File: config.mk
export PLATFORM = sky130hd
export DESIGN_NAME = rgb_led_frame_builder
export DESIGN_NICKNAME = d
export VERILOG_FILES = /design/src/sv/rlfb_pkg.sv /design/src/sv/rlfb_ram.sv /design/src/sv/rgb_led_frame_builder.sv
export SDC_FILE = /design/constraint.sdc
export NUM_CORES = 2
export LEC_CHECK = 0
export BUFFER_PORTS_ARGS = -buffer_cell sky130_fd_sc_hd__buf_2
export CORE_MARGIN = 10
export CORE_UTILIZATION = 41
export CTS_BUF_LIST = sky130_fd_sc_hd__clkbuf_16
export DETAILED_ROUTE_END_ITERATION = 12
export GPL_TIMING_DRIVEN = 0
export PLACE_DENSITY = 0.63
export RECOVER_POWER = 50
export SYNTH_ARGS = -nofsm -noshare
export SYNTH_HDL_FRONTEND = slang
export SYNTH_HIERARCHICAL = 1
export SYNTH_SLANG_ARGS = --single-unit
File: constraint.sdc
create_clock -name clk -period 6.8 [get_ports clk]
set_clock_uncertainty 0.1 [all_clocks]
set_input_delay 1.7 -clock clk [delete_from_list [all_inputs] [get_ports clk]]
set_output_delay 1.7 -clock clk [all_outputs]
set_load 0.05 [all_outputs]
File: src/sv/rlfb_pkg.sv
// Package for the RGB LED frame builder: transaction structs, operation,
// result and register codes, controller states and frame constants.
// No dependencies.
package rlfb_pkg;

	// Default of the LED store depth.
	localparam int MAX_LEDS_DEF = 64;

	// Frame layout.
	localparam int          FRAME_BYTES = 28;
	localparam int          HDR_BYTES   = 4;
	localparam int          LED_BYTES   = 6;
	localparam logic [5:0]  CMD_CODE    = 6'h25;

	// Widths of the fields.
	localparam int GS_W     = 16;
	localparam int BRIGHT_W = 7;
	localparam int FLAGS_W  = 5;
	localparam int GROUPS_W = 5;
	localparam int CFG_IDX_W  = 3;
	localparam int CFG_DATA_W = 7;

	// Store entry: red, green and blue grayscale values.
	localparam int ENTRY_W = 3 * GS_W;

	// Input operations.
	typedef enum logic [1:0] {
		OP_SET_CHAN = 2'd0,
		OP_SET_LED  = 2'd1,
		OP_EMIT     = 2'd2,
		OP_RSVD     = 2'd3
	} op_t;

	// Result kinds.
	typedef enum logic [1:0] {
		KIND_ACK   = 2'd0,
		KIND_ERR   = 2'd1,
		KIND_FRAME = 2'd2
	} kind_t;

	// Configuration register indexes.
	typedef enum logic [CFG_IDX_W-1:0] {
		CFG_FLAGS  = 3'd0,
		CFG_BR_RED = 3'd1,
		CFG_BR_GRN = 3'd2,
		CFG_BR_BLU = 3'd3,
		CFG_GROUPS = 3'd4
	} cfg_idx_t;

	// Controller states.
	typedef enum logic [1:0] {
		ST_IDLE = 2'd0,
		ST_RMW  = 2'd1,
		ST_EMIT = 2'd2
	} state_t;

	// One command transaction.
	typedef struct packed {
		logic [1:0]      op;
		logic [7:0]      index;
		logic [GS_W-1:0] red;
		logic [GS_W-1:0] green;
		logic [GS_W-1:0] blue;
		logic [GS_W-1:0] intensity;
	} cmd_t;

	// One result transaction.
	typedef struct packed {
		logic [1:0] kind;
		logic [7:0] data_byte;
		logic       last;
	} result_t;

endpackage

File: src/sv/rlfb_ram.sv
// Generic single-port-write, single-port-read RAM with a registered read.
// No dependencies.
module rlfb_ram #(
	parameter int WIDTH = 48,
	parameter int DEPTH = 64
) (
	input  logic                     clk,
	input  logic                     we,
	input  logic [$clog2(DEPTH)-1:0] waddr,
	input  logic [WIDTH-1:0]         wdata,
	input  logic                     re,
	input  logic [$clog2(DEPTH)-1:0] raddr,
	output logic [WIDTH-1:0]         rdata
);

	logic [WIDTH-1:0] mem [DEPTH];

	// Write port and registered read port.
	always_ff @(posedge clk) begin
		if (we) begin
			mem[waddr] <= wdata;
		end
		if (re) begin
			rdata <= mem[raddr];
		end
	end

endmodule

File: src/sv/rgb_led_frame_builder.sv
// Top level of the RGB LED frame builder: LED store, command controller and
// frame byte sequencer. Depends on rlfb_pkg and rlfb_ram.
//
//  channel   ports                           direction  handshake
//  -------   -----------------------------   ---------  ----------------------
//  command   start, busy, cmd                in         start high, busy low
//  result    strobe, result                  out        strobe, one cycle each
//  config    cfg_we, cfg_index, cfg_data     in         cfg_we high
//
// Set-LED and rejected commands end on acceptance, the result in the next cycle.
// Set-channel reads the store entry, then writes the merged entry back.
// Emit accepts the command, then sends 28 frame bytes, one per cycle; the
// single read port of the store fetches one LED per six bytes.
// Reset sets control and config registers and clears the per-LED valid bits;
// an unwritten LED reads as zero, so no store clearing. The receiver cannot stall.
module rgb_led_frame_builder #(
	parameter int MAX_LEDS = rlfb_pkg::MAX_LEDS_DEF
) (
	input  logic                                  clk,
	input  logic                                  arst_n,
	input  logic                                  start,
	output logic                                  busy,
	input  rlfb_pkg::cmd_t                        cmd,
	output logic                                  strobe,
	output rlfb_pkg::result_t                     result,
	input  logic                                  cfg_we,
	input  logic [rlfb_pkg::CFG_IDX_W-1:0]        cfg_index,
	input  logic [rlfb_pkg::CFG_DATA_W-1:0]       cfg_data
);

	import rlfb_pkg::*;

	localparam int AW  = $clog2(MAX_LEDS);
	localparam int CAP = (MAX_LEDS / 4) * 4;

	// Configuration registers.
	logic [FLAGS_W-1:0]  flags_q;
	logic [BRIGHT_W-1:0] br_red_q;
	logic [BRIGHT_W-1:0] br_grn_q;
	logic [BRIGHT_W-1:0] br_blu_q;
	logic [GROUPS_W-1:0] groups_q;

	// Controller.
	state_t         state_q, state_d;
	logic [4:0]     cnt_q;
	logic [2:0]     bsel_q;
	logic [AW-1:0]  rd_led_q;
	logic [AW-1:0]  wr_addr_q;
	logic [1:0]     ch_q;
	logic [GS_W-1:0] inten_q;
	logic [ENTRY_W-1:0] led_q;
	logic           strobe_q, strobe_d;
	result_t        result_q, result_d;

	// Store and valid bits.
	logic [MAX_LEDS-1:0] valid_q;
	logic                rvalid_s1;
	logic                ram_we, ram_re;
	logic [AW-1:0]       ram_waddr, ram_raddr;
	logic [ENTRY_W-1:0]  ram_wdata, ram_rdata, rd_entry, merged;

	// Decode of the incoming command.
	logic          accept;
	logic [9:0]    usable;
	logic [15:0]   div_prod;
	logic [6:0]    chan_led;
	logic [7:0]    chan_rem;
	logic          chan_ok, led_ok, grp_ok;
	logic [31:0]   header;
	logic [7:0]    frame_byte;
	logic          emit_read, emit_latch;

	assign accept = start && !busy;
	assign busy   = (state_q != ST_IDLE);

	// Usable LED count: four per group, capped by the store depth rounded down to a multiple of four.
	always_comb begin
		if ({3'b000, groups_q, 2'b00} < 10'(CAP)) begin
			usable = {3'b000, groups_q, 2'b00};
		end else begin
			usable = 10'(CAP);
		end
	end

	// Channel index divided by three through a reciprocal multiply.
	assign div_prod = 16'(cmd.index) * 16'd171;
	assign chan_led = div_prod[15:9];
	assign chan_rem = cmd.index - (8'(chan_led) * 8'd3);

	assign chan_ok = {3'b000, chan_led} < usable;
	assign led_ok  = {2'b00, cmd.index} < usable;
	assign grp_ok  = {cmd.index, 2'b11} < usable;

	// Frame header, MSB first.
	assign header = {CMD_CODE, flags_q, br_red_q, br_grn_q, br_blu_q};

	// Store reads during emission: the first LED at the third header byte, each
	// following one at the fifth byte of the current LED but the last.
	assign emit_read  = (state_q == ST_EMIT) &&
		((cnt_q == 5'd2) || ((cnt_q >= 5'(HDR_BYTES)) && (cnt_q < 5'd22) && (bsel_q == 3'd4)));
	assign emit_latch = (state_q == ST_EMIT) && (cnt_q < 5'(FRAME_BYTES - 1)) &&
		((cnt_q == 5'(HDR_BYTES - 1)) ||
		((cnt_q >= 5'(HDR_BYTES)) && (bsel_q == 3'(LED_BYTES - 1))));

	// Store port control.
	always_comb begin
		ram_re    = 1'b0;
		ram_raddr = rd_led_q;
		if (state_q == ST_IDLE && accept && cmd.op == OP_SET_CHAN && chan_ok) begin
			ram_re    = 1'b1;
			ram_raddr = AW'(chan_led);
		end else if (emit_read) begin
			ram_re = 1'b1;
		end
	end

	assign rd_entry = rvalid_s1 ? ram_rdata : '0;

	// Merge of one channel into the entry read back.
	always_comb begin
		merged = rd_entry;
		case (ch_q)
			2'd0:    merged[3*GS_W-1:2*GS_W] = inten_q;
			2'd1:    merged[2*GS_W-1:GS_W]   = inten_q;
			default: merged[GS_W-1:0]        = inten_q;
		endcase
	end

	always_comb begin
		ram_we    = 1'b0;
		ram_waddr = wr_addr_q;
		ram_wdata = merged;
		if (state_q == ST_RMW) begin
			ram_we = 1'b1;
		end else if (state_q == ST_IDLE && accept && cmd.op == OP_SET_LED && led_ok) begin
			ram_we    = 1'b1;
			ram_waddr = AW'(cmd.index);
			ram_wdata = {cmd.red, cmd.green, cmd.blue};
		end
	end

	rlfb_ram #(
		.WIDTH(ENTRY_W),
		.DEPTH(MAX_LEDS)
	) u_store (
		.clk  (clk),
		.we   (ram_we),
		.waddr(ram_waddr),
		.wdata(ram_wdata),
		.re   (ram_re),
		.raddr(ram_raddr),
		.rdata(ram_rdata)
	);

	// Valid bits: an entry reads as zero until it is first written.
	always_ff @(posedge clk or negedge arst_n) begin
		if (!arst_n) begin
			valid_q   <= '0;
			rvalid_s1 <= 1'b0;
		end else begin
			if (ram_we) begin
				valid_q[ram_waddr] <= 1'b1;
			end
			if (ram_re) begin
				rvalid_s1 <= valid_q[ram_raddr];
			end
		end
	end

	// Configuration writes.
	always_ff @(posedge clk or negedge arst_n) begin
		if (!arst_n) begin
			flags_q  <= '0;
			br_red_q <= '0;
			br_grn_q <= '0;
			br_blu_q <= '0;
			groups_q <= 5'd16;
		end else if (cfg_we) begin
			case (cfg_index)
				CFG_FLAGS:  flags_q  <= cfg_data[FLAGS_W-1:0];
				CFG_BR_RED: br_red_q <= cfg_data[BRIGHT_W-1:0];
				CFG_BR_GRN: br_grn_q <= cfg_data[BRIGHT_W-1:0];
				CFG_BR_BLU: br_blu_q <= cfg_data[BRIGHT_W-1:0];
				CFG_GROUPS: groups_q <= cfg_data[GROUPS_W-1:0];
				default:    ;
			endcase
		end
	end

	// Byte of the frame at the current position.
	always_comb begin
		frame_byte = 8'h00;
		if (cnt_q < 5'(HDR_BYTES)) begin
			case (cnt_q[1:0])
				2'd0:    frame_byte = header[31:24];
				2'd1:    frame_byte = header[23:16];
				2'd2:    frame_byte = header[15:8];
				default: frame_byte = header[7:0];
			endcase
		end else begin
			case (bsel_q)
				3'd0:    frame_byte = led_q[15:8];
				3'd1:    frame_byte = led_q[7:0];
				3'd2:    frame_byte = led_q[31:24];
				3'd3:    frame_byte = led_q[23:16];
				3'd4:    frame_byte = led_q[47:40];
				default: frame_byte = led_q[39:32];
			endcase
		end
	end

	// Next state and next result.
	always_comb begin
		state_d  = state_q;
		strobe_d = 1'b0;
		result_d = '0;
		case (state_q)
			ST_IDLE: begin
				if (accept) begin
					strobe_d      = 1'b1;
					result_d.last = 1'b1;
					result_d.kind = KIND_ERR;
					case (cmd.op)
						OP_SET_CHAN: begin
							if (chan_ok) begin
								strobe_d = 1'b0;
								state_d  = ST_RMW;
							end
						end
						OP_SET_LED: begin
							if (led_ok) begin
								result_d.kind = KIND_ACK;
							end
						end
						OP_EMIT: begin
							if (grp_ok) begin
								strobe_d = 1'b0;
								state_d  = ST_EMIT;
							end
						end
						default: ;
					endcase
				end
			end
			ST_RMW: begin
				strobe_d      = 1'b1;
				result_d.kind = KIND_ACK;
				result_d.last = 1'b1;
				state_d       = ST_IDLE;
			end
			ST_EMIT: begin
				strobe_d           = 1'b1;
				result_d.kind      = KIND_FRAME;
				result_d.data_byte = frame_byte;
				result_d.last      = (cnt_q == 5'(FRAME_BYTES - 1));
				if (cnt_q == 5'(FRAME_BYTES - 1)) begin
					state_d = ST_IDLE;
				end
			end
			default: state_d = ST_IDLE;
		endcase
	end

	// State, result register and counters.
	always_ff @(posedge clk or negedge arst_n) begin
		if (!arst_n) begin
			state_q  <= ST_IDLE;
			strobe_q <= 1'b0;
			result_q <= '0;
			cnt_q    <= '0;
			bsel_q   <= '0;
		end else begin
			state_q  <= state_d;
			strobe_q <= strobe_d;
			result_q <= result_d;
			if (state_q == ST_EMIT) begin
				cnt_q <= cnt_q + 5'd1;
				if (cnt_q >= 5'(HDR_BYTES)) begin
					bsel_q <= (bsel_q == 3'(LED_BYTES - 1)) ? 3'd0 : bsel_q + 3'd1;
				end
			end else begin
				cnt_q  <= '0;
				bsel_q <= '0;
			end
		end
	end

	// Payload registers of the command in flight.
	always_ff @(posedge clk) begin
		if (state_q == ST_IDLE && accept) begin
			wr_addr_q <= AW'(chan_led);
			ch_q      <= chan_rem[1:0];
			inten_q   <= cmd.intensity;
			rd_led_q  <= AW'({cmd.index, 2'b11});
		end else if (emit_read) begin
			rd_led_q <= rd_led_q - AW'(1);
		end
		if (emit_latch) begin
			led_q <= rd_entry;
		end
	end

	assign strobe = strobe_q;
	assign result = result_q;

`ifndef SYNTH
	// A frame byte only follows a cycle spent emitting.
	a_frame_from_emit: assert property (@(posedge clk) disable iff (!arst_n)
		strobe && result.kind == KIND_FRAME |-> $past(state_q == ST_EMIT))
		else $error("frame byte without emission");

	// Frame bytes come back to back until the last one.
	a_frame_contiguous: assert property (@(posedge clk) disable iff (!arst_n)
		strobe && !result.last |=> strobe)
		else $error("gap inside a frame");

	// An LED is latched only after the store read for it was issued.
	a_latch_after_read: assert property (@(posedge clk) disable iff (!arst_n)
		emit_latch |-> $past(ram_re))
		else $error("LED latched without a store read");

	// A valid emit command starts the frame sequence.
	a_emit_starts: assert property (@(posedge clk) disable iff (!arst_n)
		accept && cmd.op == OP_EMIT && grp_ok |=> state_q == ST_EMIT && !strobe)
		else $error("emit command did not start a frame");
`endif

endmodule
Yosys cells after proc, flatten, opt, wreduce, memory -nomap -nowiden
Memory sizes are Yosys's and may differ from the RTL's. A register that Yosys moved wholly into a read port is not among the register bits.
Cells that the tools add are included.
W data, S select, Z words.

word-level totals
  input bits = 88
  memory bits (writable) = 3072
  output and inout bits = 13
  register bits after elaboration = 196
  memories kept = 1
  word-level logic and storage cells = 143

memory list
  name         depth  bits a word  rd ports  clocked after Yosys merged registers in  write ports  line            RTL
  u_store.mem  64     48           1         1                                        1            rlfb_ram.sv:16  logic [WIDTH-1:0] mem [DEPTH];

cells by class
  equal/unequal tests = 25
  $add $sub $neg = 4
  magnitude comparators = 11
  multipliers = 2
  reductions and logical operators = 32
  multiplexer cells = 47
  bitwise gates (word level) = 1

operator list
  operator                count
  $mux W48                3
  $or A64 B64 Y64         1
  $mux W16                3
  $pmux W8 S5             1
  $mux W6                 5
  $pmux W8 S3             1
  $mul A8 B8 Y16 const B  1
  $mux W8                 2
  $mux W1                 15
  $lt A6 B7 Y1 const B    2
  $logic_and A1 B1 Y1     13
  $eq A3 B2 Y1 const B    4
  $pmux W2 S2             3
  $eq A5 B2 Y1 const B    2
  $lt A10 B7 Y1           1
  $lt A5 B5 Y1 const B    2
  $lt A7 B10 Y1           1
  $reduce_and A2 Y1       5
  $eq A3 B3 Y1 const B    3
  $mux W3                 3
  $eq A2 B1 Y1 const B    4
  $logic_not A2 Y1        4
  $lt A8 B7 Y1            1
  $mux W2                 4
  other kinds (28)        38

Longest topological paths before layout
  word-level depth = 13
  gate-level depth with buffers = 33
  depth with buffers taken out = 28

Hierarchy
The synthesis kept the hierarchy.

by module, submodules not included
  module                 instances  sequential area each (um^2)  cells each  area each (um^2)
  rlfb_ram               1          93689.9                      4970        117597.8
  rgb_led_frame_builder  1          5276.3                       1026        11233.3

Worst setup path after synthesis
Ideal clock, no wire load.

  path type = input -> register
  from = input port cmd[65] in the netlist's numbering
  to = register u_store.rdata[12], read port of u_store.mem, data pin
  setup slack = -1636 ps
  buffers on the path = 5
  setup time = 256 ps
  data arrival time = 8080 ps
  required time = 6444 ps
  stages = 33
  cell sequence = ha_1 fa_1 fa_1 inv_1 fa_1 inv_1 ha_1 a21oi_1 o21a_1 o211ai_2 a31oi_4 nor2b_1 o21a_1 nor2_1 xor2_1 ha_1 nor3_1 nand2b_1 a31o_2 a21o_2 a21oi_4 mux2i_1 buf_4 inv_2 buf_2 buf_4 buf_2 clkbuf_1 mux4_2 a22oi_1 nand2_1 o22ai_1 nor2_1

on the way
  word-level cells in the longest chain between the ends = 4
  elaborated cells between the ends (all ways) = 5
  those cells by class = mul (1); order compare (1); mux (2); reduce/logical (1)

ends and longest elaborated chain
  what                    line                          RTL
  start: declaration      rgb_led_frame_builder.sv:23   input rlfb_pkg::cmd_t cmd,
  $mul A8 B8 Y16 *        rgb_led_frame_builder.sv:86   assign div_prod = 16'(cmd.index) * 16'd171;
  $lt A7 B10 Y1           rgb_led_frame_builder.sv:90   assign chan_ok = {3'b000, chan_led} < usable;
  $logic_and A1 B1 Y1     rgb_led_frame_builder.sv:109  if (state_q == ST_IDLE && accept && cmd.op == OP_SET_CHAN && chan_ok) begin
  $mux W6 *               rgb_led_frame_builder.sv:109
  named net ram_raddr[1]  rgb_led_frame_builder.sv:59   logic [AW-1:0] ram_waddr, ram_raddr;
  end: declaration        rlfb_ram.sv:13                output logic [WIDTH-1:0] rdata

Mark *: on every way through the listed nets, which the timed path passes. The rest lies on a longest branch.
A chain may end at the register's enable or synchronous reset.

Final worst setup path
  from = input port cmd[67] in the netlist's numbering
  to = register u_store.rdata[46], read port of u_store.mem, data pin

The elaborated chain is that of the path after synthesis.

==> impl_metrics.py <==
metrics = {
    "die": {
        "core.rowCount": 205,
        "die_area_um2": 337000,
        "die_h_um": 581,
        "core-area_um2": 312000,
        "die_w_um": 581,
        "pin_count": 101,
        "initial_core_util_pct": 41.2,
    },
    "cells_and_area": {
        "fillers": 24100,
        "nets": 6946,
        "instances_no_fill": 11186,
        "final_layout_size_suffix_gt1_share_pct": 35.6,
        "syn_to_final_growth_pct": 22.7,
        "fin_util_pct": 50.6,
    },
    "yosys": {
        "synth.area.top_cells": "edfxtp_1 74%, mux4_2 13%, dfrtp_1 2.3%",
        "synthSimpleGateAreaFrac_pct": 1.83,
        "synth.most_common_cell": "edfxtp_1",
        "synth_cells": 5996,
        "synth_top_family_by_area": "multiplexers",
        "yosys.area.top_type_share_pct": 74.5,
        "synth_common_cells": "3196 x edfxtp_1, 754 x mux4_2, 182 x nor2_1, 166 x mux2i_1, 144 x nand2_1",
        "syn_nets": 6162,
        "synth_flop_cell": "edfxtp_1",
        "synthAdderAreaFrac_pct": 0.827,
        "synth_seq_cells": 3316,
        "synth_compound_area_share_pct": 4.01,
        "ys_seq_area_share_pct": 76.8,
        "synth.area.mux_share_pct": 14.9,
        "synth_area_um2": 129000,
        "synth-edff-count": 3196,
        "synthArstFlopShare_pct": 3.56,
        "synthXorXnorAreaFrac_pct": 0.121,
        "synth.largest_area_cell": "edfxtp_1",
        "avgSynthCellArea_um2": 21.5,
        "ys.warnings.count": 6,
        "ys_types": 74,
    },
    "placed_design": {
        "dp_cells": 10442,
        "gp_congestion": 0.898,
        "pre_cts_slack_ns": -5.11,
        "portBuffers": 100,
        "dpl.hpwl_um": 259000,
    },
    "global_route": {
        "grt_overflow": 0,
        "grt_pass1_wl_um": 538000,
        "grt_max_degree": 74,
        "antenna_found_initial": 19,
        "grt_use_total_pct": 22.3,
        "grt_pass1_vias": 67764,
    },
    "timing": {
        "finalCriticalPeriod_ns": 8.07,
        "worst_pin_slew_ns": 2.41,
        "fin_crit_sh_pct": 119,
        "worst_slack_ns": -1.27,
        "drv_slew": 187,
        "setup_viol": 2445,
        "rsz0062_at_grt": "true",
        "hold_viol": 0,
        "slew_headroom_pct": -60.7,
        "timing.fmax_mhz": 124,
    },
    "clocking": {
        "clockBufferDepth": 4,
        "clkSinkCount": 3316,
        "cts_inserted_buffers": 332,
        "htree_levels": 5,
        "ctsHoldBuffers": 0,
        "cts_tree": "yes",
        "clk_pin_slew_ns": 0.06,
        "clock-root-buffer": "clkbuf_16",
        "clk_latency_ns": 0.90,
    },
    "critical_path": {
        "critPathMaxFanout": 8,
        "cp-end-kind": "register",
        "critPathArrivalTime_ns": 8.56,
        "r2r_start": "groups_q[4]$_DFFE_PN1P_",
        "r2r_setup_slack_ns": -0.37,
        "cp_common_cell": "buf_12",
        "rr_worst_depth": 18,
        "cp-startpoint": "cmd[67]",
        "endpoint": "u_store/rdata[46]$_DFFE_PP_",
        "startpoint_type": "input port",
        "max_stage_delay_ns": 0.53,
        "cp.required_ns": 7.29,
        "setup.worst_path.class": "input port to register",
        "rr_endpoint": "u_store/mem[36][30]$_DFFE_PP_",
        "worst_path_max_delay_cell": "fa_2",
    },
    "power_and_ir_drop": {
        "power.density_nw_per_um2": 394,
        "leakagePower_nw": 52.4,
        "ir_drop_mv": 0.244,
    },
    "detailed_routing": {
        "vias": 69244,
        "routedWlPerCell_um": 34.8,
        "drtPass1Iterations": 6,
        "drc": 0,
        "routed_wl_um": 389000,
        "vias_per_cell": 6.19,
        "drtIter0Drc": 10282,
        "ant_nets": 0,
    },
    "job": {
        "drv_cap": 5,
    },
    "hold_path": {
        "hp-class": "register to register",
    },
    "outcome": {
        "violations": "max-capacitance violations, max-slew violations, negative setup slack",
        "run_status": "complete, but fails checks",
    },
}
[critical path, delay by kind of cell]
family	cells	cell delay [ns]
simple gates	5	0.62
mux	2	0.54
buf+inv	11	1.27
xor+xnor	1	0.14
fa+ha+maj	6	2.18
compound gates	9	2.01
[per-layer routing]
metal,vias up,global-route usage (%),wire (um)
li1,26907,-,-
met3,726,5.24,45800
met5,-,0,72
met2,4409,34.9,182000
met4,10,8.18,15700
met1,37192,30.5,146000
[state kept, by name, summed over array words and instances, names as in the netlist]
| name | cells |
|---|---|
| bsel_q | 3 |
| valid_q | 64 |
| groups_q | 5 |
| flags_q | 5 |
| u_store/mem | 3072 |
| cnt_q | 5 |
| br_red_q | 7 |
| ch_q | 2 |
| br_blu_q | 7 |
| led_q | 48 |
| u_store/rdata | 48 |
| strobe | 1 |
| state_q | 2 |
| wr_addr_q | 6 |
| inten_q | 16 |
| result | 11 |
| rd_led_q | 6 |
| rvalid_s1 | 1 |
| br_grn_q | 7 |
[stage by stage]
stage / total power, mW / TNS, ns / hold slack, ns / cell area, um^2
global route: 63.8 / -1073.15 / 0.369 / 158000
floorplan: 34.5 / -55.09 / 0.320 / 130000
global placement: 41.2 / - / 0.332 / 136000
CTS: 61.5 / -51.79 / 0.355 / 157000
detailed placement: 41.7 / -1453.77 / 0.342 / 141000
finish: 62.3 / -687.93 / 0.353 / 158000
[where the power goes]
part | internal (mW) | switching [mW] | total [mW] | leakage, nW
sequential | 26.1 | 0.284 | 26.4 | 30.8
combinational | 6.14 | 12.2 | 18.4 | 16.2
clock | 9.94 | 7.62 | 17.6 | 5.36
[how the worst min path moves through the flow]
stage / start / endpoint / slack, ns / depth (start not counted)
floorplan: valid_q[39]$_DFFE_PN0P_ / valid_q[39]$_DFFE_PN0P_ / 0.32 / 1
global placement: valid_q[63]$_DFFE_PN0P_ / valid_q[63]$_DFFE_PN0P_ / 0.33 / 1
detailed placement: valid_q[15]$_DFFE_PN0P_ / valid_q[15]$_DFFE_PN0P_ / 0.34 / 1
CTS: valid_q[15]$_DFFE_PN0P_ / valid_q[15]$_DFFE_PN0P_ / 0.35 / 1
global route: valid_q[38]$_DFFE_PN0P_ / valid_q[38]$_DFFE_PN0P_ / 0.37 / 1
finish: valid_q[15]$_DFFE_PN0P_ / valid_q[15]$_DFFE_PN0P_ / 0.35 / 1
[placed cells by master (no fill, tap or decap), types with 93 or more instances in the layout]
master,n
buf_12,248
buf_4,113
clkbuf_16,356
dfrtp_1,117
edfxtp_1,3196
inv_1,137
mux2i_1,136
mux4_2,754
nand2_1,126
nor2_4,93
[repair_timing]
item                       in CTS  in global routing
hold endpoints to repair        0                  0
pin swaps                     133                 99
gates resized for setup       891                180
setup endpoints to repair      95               1019
setup buffers                  73                 67
gates cloned                   10                  7
[kinds of logic (layout without fill, tap and decap cells)]
| group | Yosys count | after routing |
|---|---|---|
| other | 0 | 14 |
| and+or+nand+nor | 507 | 507 |
| DFF | 3316 | 3316 |
| buffers and inverters | 388 | 1424 |
| AOI/OAI and AO/OA | 722 | 722 |
| xor gates and xnor gates | 17 | 17 |
| muxes | 968 | 968 |
| adders and majority gates | 78 | 78 |
[layout make-up]
cell class | count | area (um^2) | area share (%)
timing repair buffer | 462 | 6620 | 4.19
clock inverter | 245 | 1740 | 1.10
multi-input combinational | 2292 | 32700 | 20.7
sequential | 3316 | 99000 | 62.6
tap | 4140 | 5180 | 3.28
clock buffer | 341 | 8530 | 5.40
antenna | 14 | 35.0 | 0.0222
buffer | 316 | 4000 | 2.53
inverter | 60 | 254 | 0.161
Note: power is estimated with default switching activity, not from simulation.
